===== src/rtl/qtl_pkg.sv =====
`timescale 1ns / 1ps
// ----------------------------------------------------------------------------
// qtl_pkg
// Shared types and token codes for the query token lexer.
// ----------------------------------------------------------------------------
package qtl_pkg;

    localparam int POS_BITS_DEF = 16;
    localparam int MAX_RES      = 3;
    localparam int QUEUE_DEPTH  = 4;

    localparam logic [5:0] K_DOT    = 6'd16;
    localparam logic [5:0] K_BANG   = 6'd17;
    localparam logic [5:0] K_NE     = 6'd18;
    localparam logic [5:0] K_EQEQ   = 6'd19;
    localparam logic [5:0] K_LT     = 6'd20;
    localparam logic [5:0] K_LE     = 6'd21;
    localparam logic [5:0] K_GT     = 6'd22;
    localparam logic [5:0] K_GE     = 6'd23;
    localparam logic [5:0] K_OR     = 6'd24;
    localparam logic [5:0] K_OROR   = 6'd25;
    localparam logic [5:0] K_AND    = 6'd26;
    localparam logic [5:0] K_ANDAND = 6'd27;
    localparam logic [5:0] K_STRING = 6'd28;
    localparam logic [5:0] K_INT    = 6'd29;
    localparam logic [5:0] K_FLOAT  = 6'd30;
    localparam logic [5:0] K_IDENT  = 6'd31;
    localparam logic [5:0] K_PRIM   = 6'd32;
    localparam logic [5:0] K_KEY0   = 6'd33;
    localparam logic [5:0] K_EOF    = 6'd50;
    localparam logic [5:0] K_NONE   = 6'h3F;

    localparam logic [2:0] E_NONE     = 3'd0;
    localparam logic [2:0] E_UNTERM   = 3'd1;
    localparam logic [2:0] E_STRAY    = 3'd2;
    localparam logic [2:0] E_BARE_EQ  = 3'd3;
    localparam logic [2:0] E_OVERFLOW = 3'd4;
    localparam logic [2:0] E_TOO_LONG = 3'd5;

    typedef struct packed {
        logic [5:0]         token_kind;
        logic [3:0]         prim_code;
        logic [15:0]        token_start;
        logic [15:0]        token_len;
        logic signed [31:0] int_value;
        logic [2:0]         error_code;
        logic               last_of_run;
    } t_result;

    typedef struct packed {
        logic [1:0]                  cnt;
        t_result [MAX_RES-1:0]       res;
    } t_burst;

endpackage


===== src/rtl/qtl_in_if.sv =====
`timescale 1ns / 1ps
// ----------------------------------------------------------------------------
// qtl_in_if
// Source character channel: one byte or an end marker per word.
// ----------------------------------------------------------------------------
interface qtl_in_if;
    logic       valid;
    logic       ready;
    logic       req_type;
    logic [7:0] ch;

    modport source (output valid, output req_type, output ch, input ready);
    modport sink   (input valid, input req_type, input ch, output ready);
endinterface


===== src/rtl/qtl_out_if.sv =====
`timescale 1ns / 1ps
// ----------------------------------------------------------------------------
// qtl_out_if
// Token channel: one token or error per word.
// ----------------------------------------------------------------------------
interface qtl_out_if;
    logic               valid;
    logic               ready;
    logic [5:0]         token_kind;
    logic [3:0]         prim_code;
    logic [15:0]        token_start;
    logic [15:0]        token_len;
    logic signed [31:0] int_value;
    logic [2:0]         error_code;
    logic               last_of_run;

    modport source (output valid, output token_kind, output prim_code, output token_start,
                    output token_len, output int_value, output error_code,
                    output last_of_run, input ready);
    modport sink   (input valid, input token_kind, input prim_code, input token_start,
                    input token_len, input int_value, input error_code,
                    input last_of_run, output ready);
endinterface


===== src/rtl/qtl_lex.sv =====
`timescale 1ns / 1ps
// ----------------------------------------------------------------------------
// qtl_lex
// Lexer state and single-pass next-state/token logic for one character.
// ----------------------------------------------------------------------------
module qtl_lex #(
    parameter int POS_BITS = qtl_pkg::POS_BITS_DEF
) (
    input  logic           i_clk,
    input  logic           i_rst_n,
    input  logic           i_acc,
    input  logic           i_req_type,
    input  logic [7:0]     i_ch,
    output qtl_pkg::t_burst o_burst
);

    typedef enum logic [2:0] {
        M_IDLE, M_PEND, M_STR, M_INT, M_INTDOT, M_FLT, M_WORD, M_ERR
    } t_mode;

    localparam logic [2:0] P_NONE = 3'd0;
    localparam logic [2:0] P_BANG = 3'd1;
    localparam logic [2:0] P_EQ   = 3'd2;
    localparam logic [2:0] P_LT   = 3'd3;
    localparam logic [2:0] P_GT   = 3'd4;
    localparam logic [2:0] P_OR   = 3'd5;
    localparam logic [2:0] P_AND  = 3'd6;

    localparam logic [POS_BITS-1:0] POS_LIMIT = '1;

    localparam logic [47:0] KW_TEXT [17] = '{
        "create", "delete", "insert", "append", {"read", 16'h0}, {"write", 8'h0},
        "remove", {"take", 16'h0}, {"file", 16'h0}, {"query", 8'h0},
        {"ofst", 16'h0}, {"len", 24'h0}, "struct", {"union", 8'h0},
        {"true", 16'h0}, {"false", 8'h0}, {"as", 32'h0}
    };
    localparam logic [2:0] KW_LEN [17] = '{
        3'd6, 3'd6, 3'd6, 3'd6, 3'd4, 3'd5, 3'd6, 3'd4, 3'd4, 3'd5, 3'd4, 3'd3,
        3'd6, 3'd5, 3'd4, 3'd5, 3'd2
    };
    localparam logic [23:0] PR_TEXT [10] = '{
        {"u8", 8'h0}, "u16", "u32", "u64", {"i8", 8'h0}, "i16", "i32", "i64",
        "f32", "f64"
    };

    function automatic logic [5:0] single_kind(input logic [7:0] c);
        logic [5:0] k;
        begin
            unique case (c)
                "+": k = 6'd0;   "-": k = 6'd1;   "/": k = 6'd2;   "*": k = 6'd3;
                "~": k = 6'd4;   "^": k = 6'd5;   "%": k = 6'd6;   ";": k = 6'd7;
                ":": k = 6'd8;   "[": k = 6'd9;   "]": k = 6'd10;  "{": k = 6'd11;
                "}": k = 6'd12;  "(": k = 6'd13;  ")": k = 6'd14;  ",": k = 6'd15;
                ".": k = qtl_pkg::K_DOT;
                default: k = qtl_pkg::K_NONE;
            endcase
            return k;
        end
    endfunction

    function automatic logic [2:0] pend_of(input logic [7:0] c);
        logic [2:0] p;
        begin
            unique case (c)
                "!": p = P_BANG;  "=": p = P_EQ;  "<": p = P_LT;
                ">": p = P_GT;    "|": p = P_OR;  "&": p = P_AND;
                default: p = P_NONE;
            endcase
            return p;
        end
    endfunction

    function automatic logic [7:0] pend_second(input logic [2:0] p);
        logic [7:0] c;
        begin
            unique case (p)
                P_OR:    c = "|";
                P_AND:   c = "&";
                P_NONE:  c = 8'h00;
                default: c = "=";
            endcase
            return c;
        end
    endfunction

    function automatic logic [5:0] pend_pair(input logic [2:0] p);
        logic [5:0] k;
        begin
            unique case (p)
                P_BANG:  k = qtl_pkg::K_NE;
                P_EQ:    k = qtl_pkg::K_EQEQ;
                P_LT:    k = qtl_pkg::K_LE;
                P_GT:    k = qtl_pkg::K_GE;
                P_OR:    k = qtl_pkg::K_OROR;
                P_AND:   k = qtl_pkg::K_ANDAND;
                default: k = 6'd0;
            endcase
            return k;
        end
    endfunction

    function automatic logic [5:0] pend_single(input logic [2:0] p);
        logic [5:0] k;
        begin
            unique case (p)
                P_BANG:  k = qtl_pkg::K_BANG;
                P_LT:    k = qtl_pkg::K_LT;
                P_GT:    k = qtl_pkg::K_GT;
                P_OR:    k = qtl_pkg::K_OR;
                P_AND:   k = qtl_pkg::K_AND;
                default: k = 6'd0;
            endcase
            return k;
        end
    endfunction

    // {kind, prim}; identifier when nothing matches
    function automatic logic [9:0] word_class(input logic [47:0] w, input logic [2:0] len);
        logic [47:0] mask;
        logic [9:0]  r;
        begin
            mask = ~(48'hFFFF_FFFF_FFFF >> {len, 3'b000});
            r    = {qtl_pkg::K_IDENT, 4'd0};
            for (int i = 16; i >= 0; i--) begin
                if (len == KW_LEN[i] && (w & mask) == KW_TEXT[i])
                    r = {6'(qtl_pkg::K_KEY0 + 6'(i)), 4'd0};
            end
            for (int i = 9; i >= 0; i--) begin
                if (len == ((i == 0 || i == 4) ? 3'd2 : 3'd3)
                    && (w & mask) == {PR_TEXT[i], 24'h0})
                    r = {qtl_pkg::K_PRIM, 4'(i)};
            end
            return r;
        end
    endfunction

    function automatic qtl_pkg::t_result mk(input logic [5:0] kind, input logic [3:0] prim,
                                            input logic [15:0] start, input logic [15:0] len,
                                            input logic [31:0] ival, input logic [2:0] err);
        qtl_pkg::t_result r;
        begin
            r.token_kind  = kind;
            r.prim_code   = prim;
            r.token_start = start;
            r.token_len   = len;
            r.int_value   = ival;
            r.error_code  = err;
            r.last_of_run = 1'b0;
            return r;
        end
    endfunction

    t_mode               r_mode, n_mode;
    logic [2:0]          r_pend, n_pend;
    logic [POS_BITS-1:0] r_pos, n_pos;
    logic [POS_BITS-1:0] r_lst, n_lst;
    logic [30:0]         r_acc, n_acc;
    logic                r_ovf, n_ovf;
    logic [7:0]          r_wb [6];

    logic                wb_we;
    logic [2:0]          wb_idx;
    logic                is_dig, is_alp, is_ws, again;
    logic [3:0]          dig;
    logic [34:0]         prod;
    logic [POS_BITS-1:0] run_len, k_off;
    logic [9:0]          wcls;
    logic [5:0]          sk;
    logic [2:0]          pk;
    logic [1:0]          n;
    qtl_pkg::t_result [2:0] res;

    always_comb begin
        is_dig  = i_ch >= "0" && i_ch <= "9";
        is_alp  = (i_ch >= "a" && i_ch <= "z") || (i_ch >= "A" && i_ch <= "Z") || i_ch == "_";
        is_ws   = i_ch == 8'h20 || i_ch == 8'h09 || i_ch == 8'h0D || i_ch == 8'h0A;
        dig     = 4'(i_ch - "0");
        prod    = ({4'b0, r_acc} << 3) + ({4'b0, r_acc} << 1) + 35'(dig);
        run_len = r_pos - r_lst;
        k_off   = run_len;
        wcls    = word_class({r_wb[0], r_wb[1], r_wb[2], r_wb[3], r_wb[4], r_wb[5]},
                             run_len[2:0]);
        sk      = single_kind(i_ch);
        pk      = pend_of(i_ch);

        n_mode = r_mode;
        n_pend = r_pend;
        n_pos  = r_pos;
        n_lst  = r_lst;
        n_acc  = r_acc;
        n_ovf  = r_ovf;
        wb_we  = 1'b0;
        wb_idx = k_off[2:0];
        again  = 1'b0;
        n      = 2'd0;
        res    = '0;

        if (i_req_type) begin
            unique case (r_mode)
                M_PEND: begin
                    if (r_pend == P_EQ)
                        res[n] = mk(6'd0, 4'd0, 16'(r_lst), 16'd0, 32'd0, qtl_pkg::E_BARE_EQ);
                    else
                        res[n] = mk(pend_single(r_pend), 4'd0, 16'(r_lst), 16'd1, 32'd0,
                                    qtl_pkg::E_NONE);
                    n = n + 2'd1;
                end
                M_STR: begin
                    res[n] = mk(6'd0, 4'd0, 16'(r_lst), 16'd0, 32'd0, qtl_pkg::E_UNTERM);
                    n = n + 2'd1;
                end
                M_INT, M_INTDOT: begin
                    if (r_ovf)
                        res[n] = mk(6'd0, 4'd0, 16'(r_lst), 16'd0, 32'd0,
                                    qtl_pkg::E_OVERFLOW);
                    else
                        res[n] = mk(qtl_pkg::K_INT, 4'd0, 16'(r_lst),
                                    16'((r_mode == M_INTDOT) ? run_len - 1'b1 : run_len),
                                    {1'b0, r_acc}, qtl_pkg::E_NONE);
                    n = n + 2'd1;
                    if (r_mode == M_INTDOT && !r_ovf) begin
                        res[n] = mk(qtl_pkg::K_DOT, 4'd0, 16'(r_pos - 1'b1), 16'd1, 32'd0,
                                    qtl_pkg::E_NONE);
                        n = n + 2'd1;
                    end
                end
                M_FLT: begin
                    res[n] = mk(qtl_pkg::K_FLOAT, 4'd0, 16'(r_lst), 16'(run_len), 32'd0,
                                qtl_pkg::E_NONE);
                    n = n + 2'd1;
                end
                M_WORD: begin
                    if (run_len <= POS_BITS'(6))
                        res[n] = mk(wcls[9:4], wcls[3:0], 16'(r_lst), 16'(run_len), 32'd0,
                                    qtl_pkg::E_NONE);
                    else
                        res[n] = mk(qtl_pkg::K_IDENT, 4'd0, 16'(r_lst), 16'(run_len), 32'd0,
                                    qtl_pkg::E_NONE);
                    n = n + 2'd1;
                end
                default: ;
            endcase
            res[n] = mk(qtl_pkg::K_EOF, 4'd0, 16'(r_pos), 16'd0, 32'd0, qtl_pkg::E_NONE);
            n = n + 2'd1;
            n_mode = M_IDLE;
            n_pend = P_NONE;
            n_pos  = '0;
            n_lst  = '0;
            n_acc  = '0;
            n_ovf  = 1'b0;
        end else if (r_mode == M_ERR) begin
            n_mode = M_ERR;
        end else if (r_pos == POS_LIMIT) begin
            res[n] = mk(6'd0, 4'd0, 16'(r_pos), 16'd0, 32'd0, qtl_pkg::E_TOO_LONG);
            n = n + 2'd1;
            n_mode = M_ERR;
        end else begin
            again = 1'b1;
            unique case (r_mode)
                M_PEND: begin
                    if (i_ch == pend_second(r_pend)) begin
                        n_pos  = r_pos + 1'b1;
                        res[n] = mk(pend_pair(r_pend), 4'd0, 16'(r_lst), 16'd2, 32'd0,
                                    qtl_pkg::E_NONE);
                        n = n + 2'd1;
                        n_mode = M_IDLE;
                        again  = 1'b0;
                    end else if (r_pend == P_EQ) begin
                        res[n] = mk(6'd0, 4'd0, 16'(r_lst), 16'd0, 32'd0, qtl_pkg::E_BARE_EQ);
                        n = n + 2'd1;
                        n_mode = M_ERR;
                        again  = 1'b0;
                    end else begin
                        res[n] = mk(pend_single(r_pend), 4'd0, 16'(r_lst), 16'd1, 32'd0,
                                    qtl_pkg::E_NONE);
                        n = n + 2'd1;
                        n_mode = M_IDLE;
                    end
                end
                M_STR: begin
                    n_pos = r_pos + 1'b1;
                    if (i_ch == "\"") begin
                        res[n] = mk(qtl_pkg::K_STRING, 4'd0, 16'(r_lst), 16'(run_len + 1'b1),
                                    32'd0, qtl_pkg::E_NONE);
                        n = n + 2'd1;
                        n_mode = M_IDLE;
                    end
                    again = 1'b0;
                end
                M_INT: begin
                    if (is_dig) begin
                        if (!r_ovf) begin
                            if (prod > 35'd2147483647)
                                n_ovf = 1'b1;
                            else
                                n_acc = prod[30:0];
                        end
                        n_pos = r_pos + 1'b1;
                        again = 1'b0;
                    end else if (i_ch == ".") begin
                        n_pos  = r_pos + 1'b1;
                        n_mode = M_INTDOT;
                        again  = 1'b0;
                    end else if (r_ovf) begin
                        res[n] = mk(6'd0, 4'd0, 16'(r_lst), 16'd0, 32'd0,
                                    qtl_pkg::E_OVERFLOW);
                        n = n + 2'd1;
                        n_mode = M_ERR;
                        again  = 1'b0;
                    end else begin
                        res[n] = mk(qtl_pkg::K_INT, 4'd0, 16'(r_lst), 16'(run_len),
                                    {1'b0, r_acc}, qtl_pkg::E_NONE);
                        n = n + 2'd1;
                        n_mode = M_IDLE;
                    end
                end
                M_INTDOT: begin
                    if (is_dig) begin
                        n_pos  = r_pos + 1'b1;
                        n_mode = M_FLT;
                        again  = 1'b0;
                    end else if (r_ovf) begin
                        res[n] = mk(6'd0, 4'd0, 16'(r_lst), 16'd0, 32'd0,
                                    qtl_pkg::E_OVERFLOW);
                        n = n + 2'd1;
                        n_mode = M_ERR;
                        again  = 1'b0;
                    end else begin
                        res[n] = mk(qtl_pkg::K_INT, 4'd0, 16'(r_lst), 16'(run_len - 1'b1),
                                    {1'b0, r_acc}, qtl_pkg::E_NONE);
                        n = n + 2'd1;
                        res[n] = mk(qtl_pkg::K_DOT, 4'd0, 16'(r_pos - 1'b1), 16'd1, 32'd0,
                                    qtl_pkg::E_NONE);
                        n = n + 2'd1;
                        n_mode = M_IDLE;
                    end
                end
                M_FLT: begin
                    if (is_dig) begin
                        n_pos = r_pos + 1'b1;
                        again = 1'b0;
                    end else begin
                        res[n] = mk(qtl_pkg::K_FLOAT, 4'd0, 16'(r_lst), 16'(run_len), 32'd0,
                                    qtl_pkg::E_NONE);
                        n = n + 2'd1;
                        n_mode = M_IDLE;
                    end
                end
                M_WORD: begin
                    if (is_alp || is_dig) begin
                        wb_we = k_off < POS_BITS'(6);
                        n_pos = r_pos + 1'b1;
                        again = 1'b0;
                    end else begin
                        if (run_len <= POS_BITS'(6))
                            res[n] = mk(wcls[9:4], wcls[3:0], 16'(r_lst), 16'(run_len), 32'd0,
                                        qtl_pkg::E_NONE);
                        else
                            res[n] = mk(qtl_pkg::K_IDENT, 4'd0, 16'(r_lst), 16'(run_len),
                                        32'd0, qtl_pkg::E_NONE);
                        n = n + 2'd1;
                        n_mode = M_IDLE;
                    end
                end
                default: n_mode = M_IDLE;
            endcase

            // start of a fresh lexeme at the current character
            if (again) begin
                n_lst = r_pos;
                n_pos = r_pos + 1'b1;
                if (is_ws) begin
                    n_mode = M_IDLE;
                end else if (sk != qtl_pkg::K_NONE) begin
                    res[n] = mk(sk, 4'd0, 16'(r_pos), 16'd1, 32'd0, qtl_pkg::E_NONE);
                    n = n + 2'd1;
                end else if (pk != P_NONE) begin
                    n_pend = pk;
                    n_mode = M_PEND;
                end else if (i_ch == "\"") begin
                    n_mode = M_STR;
                end else if (is_dig) begin
                    n_acc  = 31'(dig);
                    n_ovf  = 1'b0;
                    n_mode = M_INT;
                end else if (is_alp) begin
                    wb_we  = 1'b1;
                    wb_idx = 3'd0;
                    n_mode = M_WORD;
                end else begin
                    res[n] = mk(6'd0, 4'd0, 16'(r_pos), 16'd0, 32'd0, qtl_pkg::E_STRAY);
                    n = n + 2'd1;
                    n_mode = M_ERR;
                end
            end
        end

        if (n != 2'd0)
            res[n - 2'd1].last_of_run = 1'b1;
        o_burst.cnt = n;
        o_burst.res = res;
    end

    always_ff @(posedge i_clk) begin
        if (!i_rst_n) begin
            r_mode <= M_IDLE;
            r_pend <= P_NONE;
            r_pos  <= '0;
            r_lst  <= '0;
            r_acc  <= '0;
            r_ovf  <= 1'b0;
        end else if (i_acc) begin
            r_mode <= n_mode;
            r_pend <= n_pend;
            r_pos  <= n_pos;
            r_lst  <= n_lst;
            r_acc  <= n_acc;
            r_ovf  <= n_ovf;
        end
    end

    always_ff @(posedge i_clk) begin
        if (i_acc && wb_we)
            r_wb[wb_idx] <= i_ch;
    end

endmodule


===== src/rtl/query_token_lexer_core.sv =====
`timescale 1ns / 1ps
// ----------------------------------------------------------------------------
// query_token_lexer_core
// Streaming query-language lexer: characters in, tokens out.
// ----------------------------------------------------------------------------
//  channel  | dir | word
//  i_src    | in  | req_type (char / end marker), ch
//  o_res    | out | kind, prim, start, len, int value, error, last_of_run
//
//  One character per cycle while i_src.ready is high; the lexer state updates
//  in the cycle of acceptance. Each character yields 0..3 tokens into a 4-word
//  queue; one token leaves per cycle while o_res.ready is high. i_src.ready is
//  high while at most one token is queued, so bursts of 2-3 tokens hold the input.
//  Synchronous active-low reset clears lexer state and the queue.
module query_token_lexer_core #(
    parameter int POS_BITS = qtl_pkg::POS_BITS_DEF
) (
    input  logic    i_clk,
    input  logic    i_rst_n,
    qtl_in_if.sink  i_src,
    qtl_out_if.source o_res
);

    localparam int QD = qtl_pkg::QUEUE_DEPTH;

    qtl_pkg::t_burst  burst;
    qtl_pkg::t_result r_q [QD];
    logic [1:0]       r_head;
    logic [2:0]       r_count, n_count;
    logic [1:0]       tail;
    logic             acc, deq;

    assign i_src.ready = r_count <= 3'd1;
    assign acc         = i_src.valid && i_src.ready;
    assign deq         = o_res.valid && o_res.ready;
    assign tail        = r_head + r_count[1:0];

    qtl_lex #(
        .POS_BITS (POS_BITS)
    ) u_lex (
        .i_clk      (i_clk),
        .i_rst_n    (i_rst_n),
        .i_acc      (acc),
        .i_req_type (i_src.req_type),
        .i_ch       (i_src.ch),
        .o_burst    (burst)
    );

    always_comb begin
        n_count = r_count - {2'b0, deq};
        if (acc)
            n_count = n_count + {1'b0, burst.cnt};
    end

    always_ff @(posedge i_clk) begin
        if (!i_rst_n) begin
            r_head  <= '0;
            r_count <= '0;
        end else begin
            r_count <= n_count;
            if (deq)
                r_head <= r_head + 2'd1;
        end
    end

    always_ff @(posedge i_clk) begin
        for (int j = 0; j < qtl_pkg::MAX_RES; j++) begin
            if (acc && 2'(j) < burst.cnt)
                r_q[2'(tail + 2'(j))] <= burst.res[j];
        end
    end

    assign o_res.valid       = r_count != 3'd0;
    assign o_res.token_kind  = r_q[r_head].token_kind;
    assign o_res.prim_code   = r_q[r_head].prim_code;
    assign o_res.token_start = r_q[r_head].token_start;
    assign o_res.token_len   = r_q[r_head].token_len;
    assign o_res.int_value   = r_q[r_head].int_value;
    assign o_res.error_code  = r_q[r_head].error_code;
    assign o_res.last_of_run = r_q[r_head].last_of_run;

`ifndef SYNTHESIS
    a_no_overfill: assert property (@(posedge i_clk) disable iff (!i_rst_n)
        r_count <= 3'(QD)) else $error("token queue overfilled");
    a_eof_emitted: assert property (@(posedge i_clk) disable iff (!i_rst_n)
        acc && i_src.req_type |-> burst.cnt != 2'd0) else $error("end marker gave no token");
    a_count_track: assert property (@(posedge i_clk) disable iff (!i_rst_n)
        !acc && !deq |=> $stable(r_count)) else $error("queue count drifted");
    a_last_marked: assert property (@(posedge i_clk) disable iff (!i_rst_n)
        acc && burst.cnt != 2'd0 |-> burst.res[burst.cnt - 2'd1].last_of_run)
        else $error("final token of a burst not marked");
`endif

endmodule


===== src/flat_wrapper.sv =====
// flat-port wrapper written by rule: the top's interface ports become plain ports
module query_token_lexer_core_flat 
#(
    parameter int POS_BITS = qtl_pkg::POS_BITS_DEF
)
  (i_clk, i_rst_n, i_src_valid, i_src_req_type, i_src_ch, i_src_ready, o_res_valid, o_res_token_kind, o_res_prim_code, o_res_token_start, o_res_token_len, o_res_int_value, o_res_error_code, o_res_last_of_run, o_res_ready);
  qtl_in_if i_src_i ();
  qtl_out_if o_res_i ();
  input  logic i_clk;
  input  logic i_rst_n;
  input wire logic [$bits(i_src_i.valid)-1:0] i_src_valid;
  input wire logic [$bits(i_src_i.req_type)-1:0] i_src_req_type;
  input wire logic [$bits(i_src_i.ch)-1:0] i_src_ch;
  output wire logic [$bits(i_src_i.ready)-1:0] i_src_ready;
  output wire logic [$bits(o_res_i.valid)-1:0] o_res_valid;
  output wire logic [$bits(o_res_i.token_kind)-1:0] o_res_token_kind;
  output wire logic [$bits(o_res_i.prim_code)-1:0] o_res_prim_code;
  output wire logic [$bits(o_res_i.token_start)-1:0] o_res_token_start;
  output wire logic [$bits(o_res_i.token_len)-1:0] o_res_token_len;
  output wire logic [$bits(o_res_i.int_value)-1:0] o_res_int_value;
  output wire logic [$bits(o_res_i.error_code)-1:0] o_res_error_code;
  output wire logic [$bits(o_res_i.last_of_run)-1:0] o_res_last_of_run;
  input wire logic [$bits(o_res_i.ready)-1:0] o_res_ready;
  assign i_src_i.valid = i_src_valid;
  assign i_src_i.req_type = i_src_req_type;
  assign i_src_i.ch = i_src_ch;
  assign i_src_ready = i_src_i.ready;
  assign o_res_valid = o_res_i.valid;
  assign o_res_token_kind = o_res_i.token_kind;
  assign o_res_prim_code = o_res_i.prim_code;
  assign o_res_token_start = o_res_i.token_start;
  assign o_res_token_len = o_res_i.token_len;
  assign o_res_int_value = o_res_i.int_value;
  assign o_res_error_code = o_res_i.error_code;
  assign o_res_last_of_run = o_res_i.last_of_run;
  assign o_res_i.ready = o_res_ready;
  query_token_lexer_core #(.POS_BITS(POS_BITS)) u_core (.i_clk(i_clk), .i_rst_n(i_rst_n), .i_src(i_src_i), .o_res(o_res_i));
endmodule

===== config.mk =====
export PLATFORM = sky130hd
export DESIGN_NAME = query_token_lexer_core_flat
export DESIGN_NICKNAME = d
export VERILOG_FILES = /design/src/rtl/qtl_pkg.sv /design/src/rtl/qtl_in_if.sv /design/src/rtl/qtl_out_if.sv /design/src/rtl/qtl_lex.sv /design/src/rtl/query_token_lexer_core.sv /design/src/flat_wrapper.sv
export SDC_FILE = /design/constraint.sdc
export NUM_CORES = 1
export LEC_CHECK = 0
export BUFFER_PORTS_ARGS = -buffer_cell sky130_fd_sc_hd__clkbuf_2
export CAP_MARGIN = 25
export CORE_ASPECT_RATIO = 1.1
export CORE_MARGIN = 4
export CORE_UTILIZATION = 40
export CTS_BUF_LIST = sky130_fd_sc_hd__clkbuf_8
export DETAILED_ROUTE_END_ITERATION = 6
export PLACE_DENSITY = 0.53
export SYNTH_ARGS = -nofsm -noshare
export SYNTH_HDL_FRONTEND = slang
export SYNTH_SLANG_ARGS = --single-unit

===== constraint.sdc =====
create_clock -name i_clk -period 7.2 [get_ports i_clk]
set_input_delay 0.36 -clock i_clk [delete_from_list [all_inputs] [get_ports i_clk]]
set_output_delay 0.36 -clock i_clk [all_outputs]
set_load 0.01 [all_outputs]

==> flow_metrics.tcl <==
set metrics [dict create \
    wl_um 98000 \
    combPwrFrac_pct 36.2 \
    drtIter0Drc 2461 \
    routed-via-count 24200 \
    irDropWorstVdd_mv 0.149 \
    cts_buffers 76 \
    finalSetupTns_ps 0 \
    numPortBuffers 91 \
    final_area_um2 30700 \
    grt_overflow 0 \
    yosys.cell_types.count 113 \
    ys_warn_count 0 \
    area_growth_pct 10.3 \
    switchingPower_mw 3.34 \
    p_int_mw 5.51 \
    post_cts_buffers 0 \
    die_w_um 260 \
    violations "DRC" \
    grt.total_usage_pct 25.8 \
    antenna_left 0 \
    avgSynthCellArea_um2 10.0 \
    core_area_um2 69000 \
    globalplace.congestion 0.966 \
    initial_core_util_pct 40.3 \
    worstSkewPairLatency_ps 680 \
    antenna_found_initial 2 \
    dpl.hpwl_um 69600 \
    slew_headroom_pct 21.8 \
    worstPathArrival_ps 5960 \
    wl_per_cell_um 25.7 \
    worst_pin_slew_ps 1160 \
    critPathCaptureType "flip-flop" \
    netlist_area_um2 27800 \
    drv_cap 0 \
    die_h_um 285 \
    drv_slew 0 \
    grt_pass1_vias 23300 \
    via_per_inst 6.34 \
    rsz0062_at_grt "false" \
    synthCells 2781 \
    yosys_most_used_dff "edfxtp_1" \
    drive_above_1_share_pct 13.8 \
    cp_slowest_stage_delay_ps 920 \
    dpl_cell_area_um2 29200 \
    swShare_pct 37.7 \
    synth-edff-count 356 \
    powerDensity_nw_per_um2 288 \
    crit_slowest_cell "dfxtp_1" \
    cts-htree-levels 3 \
    seqPwrFrac_pct 39.0 \
    synthArstFlopShare_pct 0 \
    worstPathCellList "and2_0, nand2_1, nor2_1, buf_4, ha_1, nor3_1, nor2_1, mux2i_4, and3_1, nand2_1, nand2_2, buf_12, o221ai_1" \
    min_period_ps 5590 \
    clk_pin_slew_ps 60 \
    rows 101 \
    start_kind "flip-flop" \
    status "finished, violations left" \
    numClockSinks 433 \
    clockBufferDepth 3 \
    crit_path_max_fanout 38 \
    fin_crit_sh_pct 77.7 \
    grt_pass1_wl_um 148000 \
    finalHoldViolCount 0 \
    root_buffer "clkbuf_8" \
    dieArea_um2 73900 \
    ctsResizeCount 0 \
    ys_ff_latch 433 \
    leakagePower_nw 11.3 \
    drt_pass1_iterations 7 \
    p_clk_share_pct 24.7 \
    synthesis.nets 2889 \
    yosysSeqAreaShare_pct 43.9 \
    route.detailed.drc 1 \
    crit_required_ps 7570 \
    min_path_type "input port to flip-flop" \
    final_nets 2947 \
    postCtsHoldBufs 0 \
    skew_ps 55.9 \
    fmax_mhz 179 \
    critPathKind "flip-flop to flip-flop" \
    grt_max_degree 69 \
    io_pins 93 \
    setup_violations 0 \
    cts_tree "done" \
]
cell usage after synthesis, types with 65 or more instances:
master | instances | area [um2]
a21oi_1 | 121 | 606
clkbuf_1 | 104 | 390
dfxtp_1 | 77 | 1540
edfxtp_1 | 356 | 10700
ha_1 | 91 | 1140
inv_1 | 65 | 244
mux4_2 | 77 | 1730
nand2_1 | 254 | 953
nand3_1 | 98 | 490
nor2_1 | 373 | 1400
nor3_1 | 73 | 365
o21ai_0 | 119 | 596
power by group through the flow:
stage | logic, mW | registers, mW | clock network (mW)
after global placement | 3.19 | 3.49 | 0
after detailed placement | 3.20 | 3.51 | 0
after CTS | 3.21 | 3.46 | 2.24
after global routing | 3.44 | 3.50 | 2.36
final | 3.21 | 3.45 | 2.19
after floorplan | 2.11 | 3.43 | 0
cell usage in the layout, fill, tap and decap left out, drive strengths merged, types with 30 or more instances in the layout:
cell    netlist  layout
edfxtp      356     356
o211ai       32      32
a21oi       123     123
a221oi       45      45
and2         38      38
buf          67      56
o21ai       130     130
nor4         41      41
a22o         30      30
nand2b       31      31
xnor2        42      42
nor2        378     378
clkbuf      104     172
o22ai        31      31
nand2       255     255
dfxtp        77      77
nor3         78      78
a21o         32      32
nand3       103     103
ha           91      91
inv          67      92
mux4         77      77
cell families (layout without fill, tap and decap cells):
family | after synthesis | count (layout) | synth area share, %
simple gates | 1120 | 1120 | 20.0
compound gates | 730 | 730 | 18.9
flops | 433 | 433 | 43.9
buf+inv | 238 | 350 | 3.69
fa+ha+maj | 97 | 97 | 4.45
mux | 91 | 91 | 6.80
xor+xnor | 71 | 71 | 2.23
other cells | 1 | 3 | 0.0135
worst max-delay path: cells and delay by family (launching register included):
kind | cells | cell delay (ps)
compound gates | 1 | 160
fa+ha+maj | 1 | 270
buf+inv | 2 | 610
flops | 1 | 920
mux | 1 | 200
simple gates | 8 | 3120
registers in the layout, indices dropped and copies added, names as in the netlist, named ones only:
register / cells
u_core.u_lex.r_pos: 16
u_core.u_lex.r_acc: 31
u_core.u_lex.r_lst: 16
u_core.u_lex.r_ovf: 1
u_core.r_q: 308
u_core.u_lex.r_pend: 3
u_core.r_head: 2
u_core.u_lex.r_mode: 3
u_core.u_lex.r_wb: 48
u_core.r_count: 3
through the flow:
step | std cells | setup slack [ps] | utilization, % | power [mW] | hold slack [ps]
after floorplan | 2781 | 116 | - | 5.54 | 454
after global placement | 3682 | 1740 | 42.3 | 6.68 | 474
after detailed placement | 3682 | 1630 | 42.3 | 6.71 | 489
after CTS | 3814 | 1680 | 44.4 | 8.91 | 175
after global routing | 3822 | 1340 | 44.5 | 9.30 | 210
final | 3822 | 1610 | 44.5 | 8.85 | 215
per-layer routing:
layer	GRT usage (%)	share of wire, %	vias to the layer above
met2	40.8	46	1084
met5	0	0.020	-
li1	-	-	10900
met1	36.0	44	12100
met3	4.87	7.4	169
met4	8.41	3.2	2
path summary, 6_finish.rpt:
check | start | end | slack, ps | cells after the start
setup reg to reg | u_core.u_lex.r_mode[2]$_SDFFE_PN0P_ | u_core.r_q[0][76]$_DFFE_PP_ | 1610 | 13
hold reg to reg | u_core.u_lex.r_lst[6]$_SDFFE_PN0P_ | u_core.u_lex.r_lst[6]$_SDFFE_PN0P_ | 500 | 2
setup / recovery | u_core.u_lex.r_mode[2]$_SDFFE_PN0P_ | u_core.r_q[0][76]$_DFFE_PP_ | 1610 | 13
hold / removal | i_src_ch[5] | u_core.u_lex.r_wb[5][5]$_DFFE_PP_ | 220 | 1
layout make-up:
class                           count  area [um2]
Sequential cell                   433       12200
Timing Repair Buffer              151         961
Fill cell                        6649       38300
Clock buffer                       77        1060
Multi-Input combinational cell   2110       14700
Inverter                           67         251
Antenna cell                        2        5.00
Tap cell                          927        1160
Clock inverter                     55         367
Power figures use the tool's default switching activity.
